`src/design/psrt_pkg.sv`:
```
package psrt_pkg;

  localparam int DEFAULT_NUM_SESSIONS = 16;

  localparam int TIME_W = 18;
  localparam int CFG_W = 16;
  localparam int CFG_IDX_W = 1;

  localparam logic [CFG_W-1:0] VALID_LIFETIME_RST = 16'd30000;
  localparam logic [CFG_W-1:0] RETRY_TIMEOUT_RST = 16'd500;

  localparam logic [CFG_IDX_W-1:0] CFG_VALID_LIFETIME = 1'b0;
  localparam logic [CFG_IDX_W-1:0] CFG_RETRY_TIMEOUT = 1'b1;

  // request kinds
  localparam logic [1:0] REQ_TICK = 2'd0;
  localparam logic [1:0] REQ_CREATE = 2'd1;
  localparam logic [1:0] REQ_ADVERT = 2'd2;

  // session status codes
  localparam logic [1:0] ST_WAITING = 2'd0;
  localparam logic [1:0] ST_RENEWING = 2'd1;
  localparam logic [1:0] ST_VALID = 2'd2;
  localparam logic [1:0] ST_INVALID = 2'd3;

  // reported actions
  localparam logic [3:0] ACT_DONE = 4'd0;
  localparam logic [3:0] ACT_RETRY = 4'd1;
  localparam logic [3:0] ACT_INVALID = 4'd2;
  localparam logic [3:0] ACT_RENEW = 4'd3;
  localparam logic [3:0] ACT_REMOVED = 4'd4;
  localparam logic [3:0] ACT_CREATED = 4'd5;
  localparam logic [3:0] ACT_FULL = 4'd6;
  localparam logic [3:0] ACT_VALID = 4'd7;
  localparam logic [3:0] ACT_UNUSED = 4'd8;

  typedef struct packed {
    logic [1:0]  req_type;
    logic [3:0]  slot;
    logic [15:0] elapsed;
    logic        keep_alive;
    logic [3:0]  retry_limit;
  } req_t;

  typedef struct packed {
    logic [3:0] session_slot;
    logic [3:0] action;
    logic [3:0] fail_count;
    logic       last;
  } result_t;

  typedef struct packed {
    logic [1:0]               status;
    logic signed [TIME_W-1:0] time_left;
    logic [3:0]               failures;
    logic [3:0]               retries_allowed;
    logic                     renews;
  } rec_t;

  localparam int REC_W = $bits(rec_t);

  typedef enum logic [2:0] {
    EM_DONE,
    EM_CREATED,
    EM_FULL,
    EM_UNUSED,
    EM_EXEC
  } emit_sel_t;

  typedef struct packed {
    logic      load;
    logic      idx_inc;
    logic      rd_en;
    logic      wr_create;
    logic      wr_exec;
    logic      emit;
    emit_sel_t emit_sel;
  } cmd_t;

  typedef struct packed {
    logic is_tick;
    logic is_create;
    logic is_advert;
    logic cur_used;
    logic idx_last;
    logic slot_ok;
  } stat_t;

endpackage

```
`src/design/psrt_ram.sv`:
```
module psrt_ram #(
  parameter int WIDTH = 8,
  parameter int DEPTH = 16,
  localparam int AW = (DEPTH > 1) ? $clog2(DEPTH) : 1
) (
  input  logic             clk,
  input  logic             we,
  input  logic             re,
  input  logic [AW-1:0]    addr,
  input  logic [WIDTH-1:0] wdata,
  output logic [WIDTH-1:0] rdata
);

  logic [WIDTH-1:0] mem [DEPTH];

  always_ff @(posedge clk) begin
    if (we) begin
      mem[addr] <= wdata;
    end
    if (re) begin
      rdata <= mem[addr];
    end
  end

endmodule

```
`src/design/psrt_ctrl.sv`:
```
module psrt_ctrl
  import psrt_pkg::*;
(
  input  logic  clk,
  input  logic  rst,
  input  logic  start,
  input  stat_t st,
  output cmd_t  cmd,
  output logic  busy
);

  typedef enum logic [3:0] {
    S_IDLE = 4'b0001,
    S_SCAN = 4'b0010,
    S_EXEC = 4'b0100,
    S_FIN  = 4'b1000
  } state_t;

  state_t state, state_next;

  always_ff @(posedge clk) begin
    if (rst) begin
      state <= S_IDLE;
    end else begin
      state <= state_next;
    end
  end

  assign busy = (state != S_IDLE);

  always_comb begin
    cmd = '0;
    cmd.emit_sel = EM_DONE;
    state_next = state;
    unique case (state)
      S_IDLE: begin
        if (start) begin
          cmd.load = 1'b1;
          state_next = S_SCAN;
        end
      end
      S_SCAN: begin
        priority if (st.is_tick) begin
          if (st.cur_used) begin
            cmd.rd_en = 1'b1;
            state_next = S_EXEC;
          end else if (st.idx_last) begin
            state_next = S_FIN;
          end else begin
            cmd.idx_inc = 1'b1;
          end
        end else if (st.is_create) begin
          if (!st.cur_used) begin
            cmd.wr_create = 1'b1;
            cmd.emit = 1'b1;
            cmd.emit_sel = EM_CREATED;
            state_next = S_IDLE;
          end else if (st.idx_last) begin
            cmd.emit = 1'b1;
            cmd.emit_sel = EM_FULL;
            state_next = S_IDLE;
          end else begin
            cmd.idx_inc = 1'b1;
          end
        end else if (st.is_advert) begin
          if (st.slot_ok && st.cur_used) begin
            cmd.rd_en = 1'b1;
            state_next = S_EXEC;
          end else begin
            cmd.emit = 1'b1;
            cmd.emit_sel = EM_UNUSED;
            state_next = S_IDLE;
          end
        end else begin
          cmd.emit = 1'b1;
          cmd.emit_sel = EM_DONE;
          state_next = S_IDLE;
        end
      end
      S_EXEC: begin
        cmd.wr_exec = 1'b1;
        cmd.emit = 1'b1;
        cmd.emit_sel = EM_EXEC;
        if (st.is_tick) begin
          if (st.idx_last) begin
            state_next = S_FIN;
          end else begin
            cmd.idx_inc = 1'b1;
            state_next = S_SCAN;
          end
        end else begin
          state_next = S_IDLE;
        end
      end
      S_FIN: begin
        cmd.emit = 1'b1;
        cmd.emit_sel = EM_DONE;
        state_next = S_IDLE;
      end
      default: begin
        state_next = S_IDLE;
      end
    endcase
  end

endmodule

```
`src/design/psrt_dp.sv`:
```
module psrt_dp
  import psrt_pkg::*;
#(
  parameter int NUM_SESSIONS = DEFAULT_NUM_SESSIONS,
  localparam int IDX_W = (NUM_SESSIONS > 1) ? $clog2(NUM_SESSIONS) : 1
) (
  input  logic                 clk,
  input  logic                 rst,
  input  req_t                 req,
  input  logic                 cfg_we,
  input  logic [CFG_IDX_W-1:0] cfg_index,
  input  logic [CFG_W-1:0]     cfg_data,
  input  cmd_t                 cmd,
  output stat_t                st,
  output logic                 result_valid,
  output result_t              result
);

  logic [CFG_W-1:0] valid_lifetime;
  logic [CFG_W-1:0] retry_timeout;

  req_t                    req_q;
  logic [IDX_W-1:0]        idx;
  logic [NUM_SESSIONS-1:0] in_use;

  rec_t rd_rec;
  rec_t wr_rec;
  rec_t exec_rec;
  logic exec_report;
  logic exec_remove;
  logic [3:0] exec_action;
  logic [3:0] exec_fc;

  logic signed [TIME_W:0]   diff;
  logic signed [TIME_W-1:0] t_sat;
  logic [TIME_W-1:0]        retry_time;
  logic [TIME_W-1:0]        valid_time;

  logic    result_valid_next;
  result_t result_next;

  // configuration registers
  always_ff @(posedge clk) begin
    if (rst) begin
      valid_lifetime <= VALID_LIFETIME_RST;
      retry_timeout <= RETRY_TIMEOUT_RST;
    end else if (cfg_we) begin
      unique case (cfg_index)
        CFG_VALID_LIFETIME: valid_lifetime <= cfg_data;
        CFG_RETRY_TIMEOUT:  retry_timeout <= cfg_data;
      endcase
    end
  end

  always_ff @(posedge clk) begin
    if (cmd.load) begin
      req_q <= req;
    end
  end

  always_ff @(posedge clk) begin
    if (rst) begin
      idx <= '0;
    end else if (cmd.load) begin
      idx <= (req.req_type == REQ_ADVERT) ? IDX_W'(32'(req.slot)) : '0;
    end else if (cmd.idx_inc) begin
      idx <= idx + IDX_W'(1);
    end
  end

  always_ff @(posedge clk) begin
    if (rst) begin
      in_use <= '0;
    end else if (cmd.wr_create) begin
      in_use[idx] <= 1'b1;
    end else if (cmd.wr_exec && exec_remove) begin
      in_use[idx] <= 1'b0;
    end
  end

  assign st.is_tick   = (req_q.req_type == REQ_TICK);
  assign st.is_create = (req_q.req_type == REQ_CREATE);
  assign st.is_advert = (req_q.req_type == REQ_ADVERT);
  assign st.cur_used  = in_use[idx];
  assign st.idx_last  = (idx == IDX_W'(NUM_SESSIONS - 1));
  assign st.slot_ok   = (32'(req_q.slot) < NUM_SESSIONS);

  psrt_ram #(
    .WIDTH(REC_W),
    .DEPTH(NUM_SESSIONS)
  ) u_rec_ram (
    .clk  (clk),
    .we   (cmd.wr_create | cmd.wr_exec),
    .re   (cmd.rd_en),
    .addr (idx),
    .wdata(wr_rec),
    .rdata(rd_rec)
  );

  assign retry_time = {{(TIME_W-CFG_W){1'b0}}, retry_timeout};
  assign valid_time = {{(TIME_W-CFG_W){1'b0}}, valid_lifetime};

  // lifetime after the tick, saturating at the low bound
  assign diff  = {rd_rec.time_left[TIME_W-1], rd_rec.time_left}
               - {{(TIME_W+1-16){1'b0}}, req_q.elapsed};
  assign t_sat = (diff[TIME_W] && !diff[TIME_W-1]) ? {1'b1, {(TIME_W-1){1'b0}}}
                                                   : diff[TIME_W-1:0];

  always_comb begin
    exec_rec = rd_rec;
    exec_report = 1'b0;
    exec_remove = 1'b0;
    exec_action = ACT_DONE;
    exec_fc = 4'd0;
    if (!st.is_tick) begin
      // advert to a live slot
      exec_rec.status = ST_VALID;
      exec_rec.time_left = valid_time;
      exec_rec.failures = 4'd0;
      exec_report = 1'b1;
      exec_action = ACT_VALID;
    end else begin
      exec_rec.time_left = t_sat;
      if (t_sat[TIME_W-1]) begin
        unique case (rd_rec.status)
          ST_WAITING, ST_RENEWING: begin
            exec_rec.time_left = retry_time;
            exec_report = 1'b1;
            if (rd_rec.failures < rd_rec.retries_allowed) begin
              exec_rec.failures = rd_rec.failures + 4'd1;
              exec_action = ACT_RETRY;
              exec_fc = rd_rec.failures + 4'd1;
            end else begin
              exec_rec.status = ST_INVALID;
              exec_action = ACT_INVALID;
              exec_fc = rd_rec.failures;
            end
          end
          ST_VALID: begin
            if (rd_rec.renews) begin
              exec_rec.status = ST_RENEWING;
              exec_rec.time_left = retry_time;
              exec_rec.failures = 4'd0;
              exec_report = 1'b1;
              exec_action = ACT_RENEW;
            end
          end
          ST_INVALID: begin
            exec_remove = 1'b1;
            exec_report = 1'b1;
            exec_action = ACT_REMOVED;
          end
        endcase
      end
    end
  end

  always_comb begin
    if (cmd.wr_create) begin
      wr_rec.status = ST_WAITING;
      wr_rec.time_left = valid_time;
      wr_rec.failures = 4'd0;
      wr_rec.retries_allowed = req_q.retry_limit;
      wr_rec.renews = req_q.keep_alive;
    end else begin
      wr_rec = exec_rec;
    end
  end

  always_comb begin
    result_next = '0;
    result_next.last = 1'b1;
    result_valid_next = cmd.emit;
    unique case (cmd.emit_sel)
      EM_DONE: begin
      end
      EM_CREATED: begin
        result_next.session_slot = 4'(32'(idx));
        result_next.action = ACT_CREATED;
      end
      EM_FULL: begin
        result_next.action = ACT_FULL;
      end
      EM_UNUSED: begin
        result_next.session_slot = req_q.slot;
        result_next.action = ACT_UNUSED;
      end
      EM_EXEC: begin
        result_valid_next = cmd.emit && exec_report;
        result_next.session_slot = 4'(32'(idx));
        result_next.action = exec_action;
        result_next.fail_count = exec_fc;
        result_next.last = !st.is_tick;
      end
      default: begin
        result_valid_next = 1'b0;
      end
    endcase
  end

  always_ff @(posedge clk) begin
    if (rst) begin
      result_valid <= 1'b0;
    end else begin
      result_valid <= result_valid_next;
    end
  end

  always_ff @(posedge clk) begin
    result <= result_next;
  end

endmodule

```
`src/design/proxy_session_retry_table.sv`:
```
// Session retry table. A request is taken when start is high and busy is low;
// results come back on result with a one-cycle result_valid strobe, one cycle
// after the work that makes them, and the receiver cannot stall them, so it
// must take every strobe as it comes. The final result of each request has
// last set. A tick walks every slot from 0 upward through the single-port
// session RAM: a free slot is passed over, a live one is read, then updated
// and written back; the request is loaded first and a closing result ends
// the walk. A create scans the in-use bits for the lowest free slot; an
// advert to a live slot is loaded, read from the RAM and updated; an advert
// to a free or out-of-range slot and any other request are answered straight
// after the load. The scan counter and the one RAM port set this pacing. busy
// stays high until the last result has been produced, and a new request may
// be issued in the cycle that last result is shown.
// Configuration registers are written through cfg_we/cfg_index/cfg_data while
// the block is idle; the user must keep to this, as the block itself does not
// enforce it. No reset pass over the RAM is needed, as a slot is read only
// after its in-use bit shows it was written by a create.
module proxy_session_retry_table_core
  import psrt_pkg::*;
#(
  parameter int NUM_SESSIONS = DEFAULT_NUM_SESSIONS
) (
  input  logic                 clk,
  input  logic                 rst,
  // request channel
  input  logic                 start,
  output logic                 busy,
  input  req_t                 req,
  // configuration write port
  input  logic                 cfg_we,
  input  logic [CFG_IDX_W-1:0] cfg_index,
  input  logic [CFG_W-1:0]     cfg_data,
  // result strobe
  output logic                 result_valid,
  output result_t              result
);

  cmd_t  cmd;
  stat_t st;

  // sequencer: decides per cycle what the datapath does
  psrt_ctrl u_ctrl (
    .clk  (clk),
    .rst  (rst),
    .start(start),
    .st   (st),
    .cmd  (cmd),
    .busy (busy)
  );

  // session store, slot counter, per-slot update and result register
  psrt_dp #(
    .NUM_SESSIONS(NUM_SESSIONS)
  ) u_dp (
    .clk         (clk),
    .rst         (rst),
    .req         (req),
    .cfg_we      (cfg_we),
    .cfg_index   (cfg_index),
    .cfg_data    (cfg_data),
    .cmd         (cmd),
    .st          (st),
    .result_valid(result_valid),
    .result      (result)
  );

`ifndef SYNTHESIS
  // an accepted request always puts the sequencer to work
  a_start_busy: assert property (@(posedge clk) disable iff (rst)
    start && !busy |=> busy)
    else $error("request accepted but block not busy");

  // the end of a request always shows its closing result
  a_fall_last: assert property (@(posedge clk) disable iff (rst)
    $fell(busy) && !$past(rst) |-> result_valid && result.last)
    else $error("request finished without a final result");

  // intermediate tick results only appear while the walk goes on
  a_mid_busy: assert property (@(posedge clk) disable iff (rst)
    result_valid && !result.last |-> busy)
    else $error("non-final result after the request ended");
`endif

endmodule

```
`config.mk`:
```
export PLATFORM = sky130hd
export DESIGN_NAME = proxy_session_retry_table_core
export DESIGN_NICKNAME = d
export VERILOG_FILES = /design/src/design/psrt_pkg.sv /design/src/design/psrt_ram.sv /design/src/design/psrt_ctrl.sv /design/src/design/psrt_dp.sv /design/src/design/proxy_session_retry_table.sv
export SDC_FILE = /design/constraint.sdc
export NUM_CORES = 1
export LEC_CHECK = 0
export BUFFER_PORTS_ARGS = -buffer_cell sky130_fd_sc_hd__buf_2
export CAP_MARGIN = 20
export CORE_ASPECT_RATIO = 1.75
export CORE_MARGIN = 10
export CORE_UTILIZATION = 55
export DETAILED_ROUTE_END_ITERATION = 16
export GPL_TIMING_DRIVEN = 0
export MAX_ROUTING_LAYER = met4
export PLACE_DENSITY_LB_ADDON = 0.25
export SYNTH_ARGS = -nofsm -noshare
export SYNTH_HDL_FRONTEND = slang
export SYNTH_SLANG_ARGS = --single-unit
```
`constraint.sdc`:
```
create_clock -name clk -period 5.7 [get_ports clk]
set_input_delay 0.285 -clock clk [delete_from_list [all_inputs] [get_ports clk]]
set_output_delay 0.285 -clock clk [all_outputs]
set_load 0.05 [all_outputs]
```
==> impl_table.tex <==
\begin{tabular}{lr}
\hline
Metric & Value \\
\hline
\multicolumn{2}{l}{\textbf{Place}} \\
Quantity of I/O buffers inserted on ports & 61 \\
Pre-CTS WS & 791 ps \\
Number of instances in the placed design & 1,977 \\
Estimated wirelength of the detail-placed design & 38,700 µm \\
Routability congestion estimate from global placement & 0.853 \\
\multicolumn{2}{l}{\textbf{Job}} \\
Max Cap Violations & 0 \\
\multicolumn{2}{l}{\textbf{Critical path}} \\
Cell family contributing the most delay on the critical path & compound AO/OA/AOI/OAI gates \\
Crit path largest cell delay & 920 ps \\
Worst Path Required & 6130 ps \\
Cell type of the slowest stage on the worst timing path & sky130\_fd\_sc\_hd\_\_o221ai\_1 \\
Nature of the critical path endpoint & register \\
Destination of the worst register-to-register timing path & u\_dp.u\_rec\_ram.mem[15][11] \\
Worst Path Buf+Inv & 3 \\
Data arrival at the endpoint of the critical path & 5050 ps \\
Launch point of the worst reg-to-reg path & u\_dp.u\_rec\_ram.rdata[9] \\
Internal reg-to-reg setup slack & 1080 ps \\
Depth of the worst register-to-register path & 12 \\
Sequence of cells on the critical path & inv\_1 -> ha\_1 -> inv\_1 -> fa\_1 -> a21oi\_2 -> o2111ai\_2 -> a311oi\_2 -> o221ai\_1 -> o211ai\_2 -> nand3\_1 -> o221ai\_1 -> buf\_4 \\
Largest fanout on the critical path & 9 \\
Kind of launch point of the worst setup path & register \\
Class of the most critical setup path & register to register \\
\multicolumn{2}{l}{\textbf{Timing}} \\
Slew Limit Headroom & 0.260 \\
Final worst setup slack & 1080 ps \\
Hold violation count in the final report & 0 \\
Unrepaired setup endpoints after global routing & false \\
Fin crit share & 0.811 \\
Highest clock rate & 216 MHz \\
Fin Clk Skew & 14.2 ps \\
Final-report max-slew violation count & 0 \\
Worst Max-Slew Pin Slew & 1110 ps \\
Final setup violating endpoints & 0 \\
Post-layout min period & 4620 ps \\
\multicolumn{2}{l}{\textbf{Cells and area}} \\
Fraction of layout cells with a size suffix above 1 & 0.244 \\
Total area of multi-input combinational cells & 6330 µm² \\
Number of fill cells in the layout & 2,846 \\
FF+latch area & 17,000 µm² \\
Number of non-filler instances in the completed layout & 2,126 \\
Area grow syn2layout & 16.1\% \\
Final Net Count & 1,599 \\
\multicolumn{2}{l}{\textbf{Clocking}} \\
Maximum root-to-sink buffer count & 3 \\
Clock input transition at the sequential cells of the worst setup and hold paths & 70 ps \\
Clock buffer count from CTS & 49 \\
Number of clock sinks & 590 \\
TritonCTS clock tree & done \\
Clock H-tree levels & 2 \\
Worst skew pair latency & 580 ps \\
Cell at the root of the clock tree & sky130\_fd\_sc\_hd\_\_clkbuf\_16 \\
\multicolumn{2}{l}{\textbf{Global route}} \\
Total global-route track usage & 0.232 \\
Vias in the first global route & 13,638 \\
First-pass GRT wire length & 86,000 µm \\
Antenna violations before repair & 1 \\
Largest net degree at the start of global routing & 32 \\
Remaining Overflow, GRT & 0 \\
\multicolumn{2}{l}{\textbf{Power and ir drop}} \\
Static leakage & 0.00898 µW \\
Pwr dens & 320 nW/µm² \\
Worst IR drop on VDD & 0.000268 V \\
\multicolumn{2}{l}{\textbf{Floorplan}} \\
Cell row count & 100 \\
Area of the core & 42,500 µm² \\
Die width & 177 µm \\
Number of placed I/O pins & 63 \\
Die Height & 295 µm \\
Initial Utilization & 0.557 \\
Die area & 52,100 µm² \\
\multicolumn{2}{l}{\textbf{Detailed routing}} \\
Via count & 13,039 \\
DRT Wirelength & 57,700 µm \\
Detail Route Antenna Nets & 0 \\
Drt wl/cell & 27.1 µm \\
Avg Vias per Cell & 6.13 \\
Post-route DRC & 0 \\
First-pass iteration count of the detailed router & 7 \\
1st-iter DRT viols & 1,198 \\
\multicolumn{2}{l}{\textbf{Synthesis}} \\
Number of enable-type register cells in the synthesized netlist & 520 \\
Top cell type's share of synthesized area & 0.659 \\
Number of warning messages in the yosys log & 0 \\
Synthesized cell area & 23,700 µm² \\
Syn Inst Count & 1,319 \\
Top post-synthesis cells by area & sky130\_fd\_sc\_hd\_\_edfxtp\_1, sky130\_fd\_sc\_hd\_\_mux4\_2, sky130\_fd\_sc\_hd\_\_dfxtp\_1, sky130\_fd\_sc\_hd\_\_nand2\_1, sky130\_fd\_sc\_hd\_\_ha\_1 \\
Net Count, Synth & 1,392 \\
Sequential share of the synthesized area & 0.718 \\
FF+latch count, synth & 590 \\
Library cell with the highest instance count after synthesis & sky130\_fd\_sc\_hd\_\_edfxtp\_1 \\
Distinct cell type count after synthesis & 70 \\
Post-synth top flop & sky130\_fd\_sc\_hd\_\_edfxtp\_1 \\
Share of synthesized registers carrying an async set or reset & 0 \\
Syn\_area\_per\_cell & 18.0 µm² \\
Dominant cell type by area after synthesis & sky130\_fd\_sc\_hd\_\_edfxtp\_1 \\
Cell types with the highest counts after synthesis & sky130\_fd\_sc\_hd\_\_edfxtp\_1, sky130\_fd\_sc\_hd\_\_mux4\_2, sky130\_fd\_sc\_hd\_\_nand2\_1, sky130\_fd\_sc\_hd\_\_dfxtp\_1, sky130\_fd\_sc\_hd\_\_inv\_1 \\
\multicolumn{2}{l}{\textbf{Status}} \\
Result of the run & completed \\
\multicolumn{2}{l}{\textbf{Hold path}} \\
Worst hold stages & 4 \\
Startpoint of the worst hold path & start \\
Destination of the worst hold path & u\_ctrl.state[3] \\
Type of the most critical hold path & input port to register \\
\hline
\end{tabular}
==> report_power, final <==
| group | internal, µW | leakage [µW] | total (µW) | switching [µW] |
|---|---|---|---|---|
| Sequential | 4750 | 0.00530 | 4770 | 18.1 |
| Clock | 1810 | 0.000762 | 3310 | 1500 |
| Combinational | 311 | 0.00291 | 705 | 394 |
==> sequential cells by signal, summed over array words and instances, names as in the netlist, named ones only <==
signal                cells
u_ctrl.state              4
u_dp.idx                  4
u_dp.req_q               27
u_dp.result              13
u_dp.result_valid         1
u_dp.retry_timeout       16
u_dp.u_rec_ram.mem      464
u_dp.u_rec_ram.rdata     29
u_dp.valid_lifetime      16
==> cell usage in the layout (no fill, tap or decap), types with 25 or more instances in the layout <==
cell type,n
sky130_fd_sc_hd__edfxtp_1,520
sky130_fd_sc_hd__a21oi_1,39
sky130_fd_sc_hd__clkbuf_1,55
sky130_fd_sc_hd__dlygate4sd3_1,43
sky130_fd_sc_hd__buf_2,70
sky130_fd_sc_hd__inv_1,47
sky130_fd_sc_hd__nand2b_1,25
sky130_fd_sc_hd__dfxtp_1,70
sky130_fd_sc_hd__nand2_1,113
sky130_fd_sc_hd__clkbuf_16,49
sky130_fd_sc_hd__nand3_1,28
sky130_fd_sc_hd__o21ai_0,31
sky130_fd_sc_hd__mux4_2,150
==> cells by family (layout without fill, tap and decap cells) <==
kind of cell,after synthesis,after routing,share of synthesized area
buffers and inverters,120,365,0.0198
and+or+nand+nor,268,268,0.0556
muxes,156,156,0.145
DFF,590,590,0.718
adders and majority gates,25,25,0.0135
AOI/OAI and AO/OA,145,145,0.0415
xor gates and xnor gates,15,15,0.00586
other,0,1,0
==> worst max-delay path by stage <==
stage,to,startpoint,cells after the start,slack [ps]
final,u_dp.u_rec_ram.mem[15][11],u_dp.u_rec_ram.rdata[9],12,1080
after global routing,u_dp.u_rec_ram.mem[12][11],u_dp.u_rec_ram.rdata[9],12,860
after detailed placement,u_dp.u_rec_ram.mem[0][19],u_dp.u_rec_ram.rdata[9],12,790
after CTS,u_dp.u_rec_ram.mem[8][24],u_dp.u_rec_ram.rdata[9],12,760
after floorplan,u_dp.u_rec_ram.rdata[0],u_dp.idx[2],5,2090
after global placement,u_dp.u_rec_ram.rdata[12],u_dp.idx[2],5,-170
==> metrics by stage <==
step | total power, µW | instance area (µm²) | hold slack (ps) | utilization | TNS [ps]
CTS | 8820 | 27300 | 87.5 | 0.643 | 0
global route | 9040 | 27500 | 152 | 0.646 | 0
floorplan | 5300 | 23700 | 384 | - | 0
finish | 8790 | 27500 | 103 | 0.646 | 0
detailed placement | 5530 | 25400 | 440 | 0.596 | 0
global placement | 5490 | 24700 | 437 | 0.580 | -4660
==> worst min-delay path, cell delays in order <==
cell and delay (ps):
sky130_fd_sc_hd__buf_2 110, sky130_fd_sc_hd__inv_1 40, sky130_fd_sc_hd__a21o_1 140, sky130_fd_sc_hd__nor3_1 60
==> cell type report <==
class,instances,share of cell area
flip-flops and latches,590,0.619
clock inverters,25,0.00856
diodes,1,0.0000910
well taps,561,0.0255
plain buffers,70,0.0102
repair buffers,156,0.0521
inverters,50,0.00683
multi-input cells,609,0.230
clock buffers,64,0.0477
==> repair_timing <==
action,4_1_cts,5_1_grt
hold buffers,43,0
hold endpoints to repair,59,0
gates resized for setup,0,0
buffers inserted,0,0
==> routing by layer <==
metal | vias up | global-route usage | routed length (µm)
met5 | - | - | 0
met4 | 0 | 0.0885 | 2210
met3 | 130 | 0.0301 | 3570
met2 | 542 | 0.416 | 31800
met1 | 6703 | 0.256 | 20000
li1 | 5664 | - | -
Power figures use the tool's default switching activity.
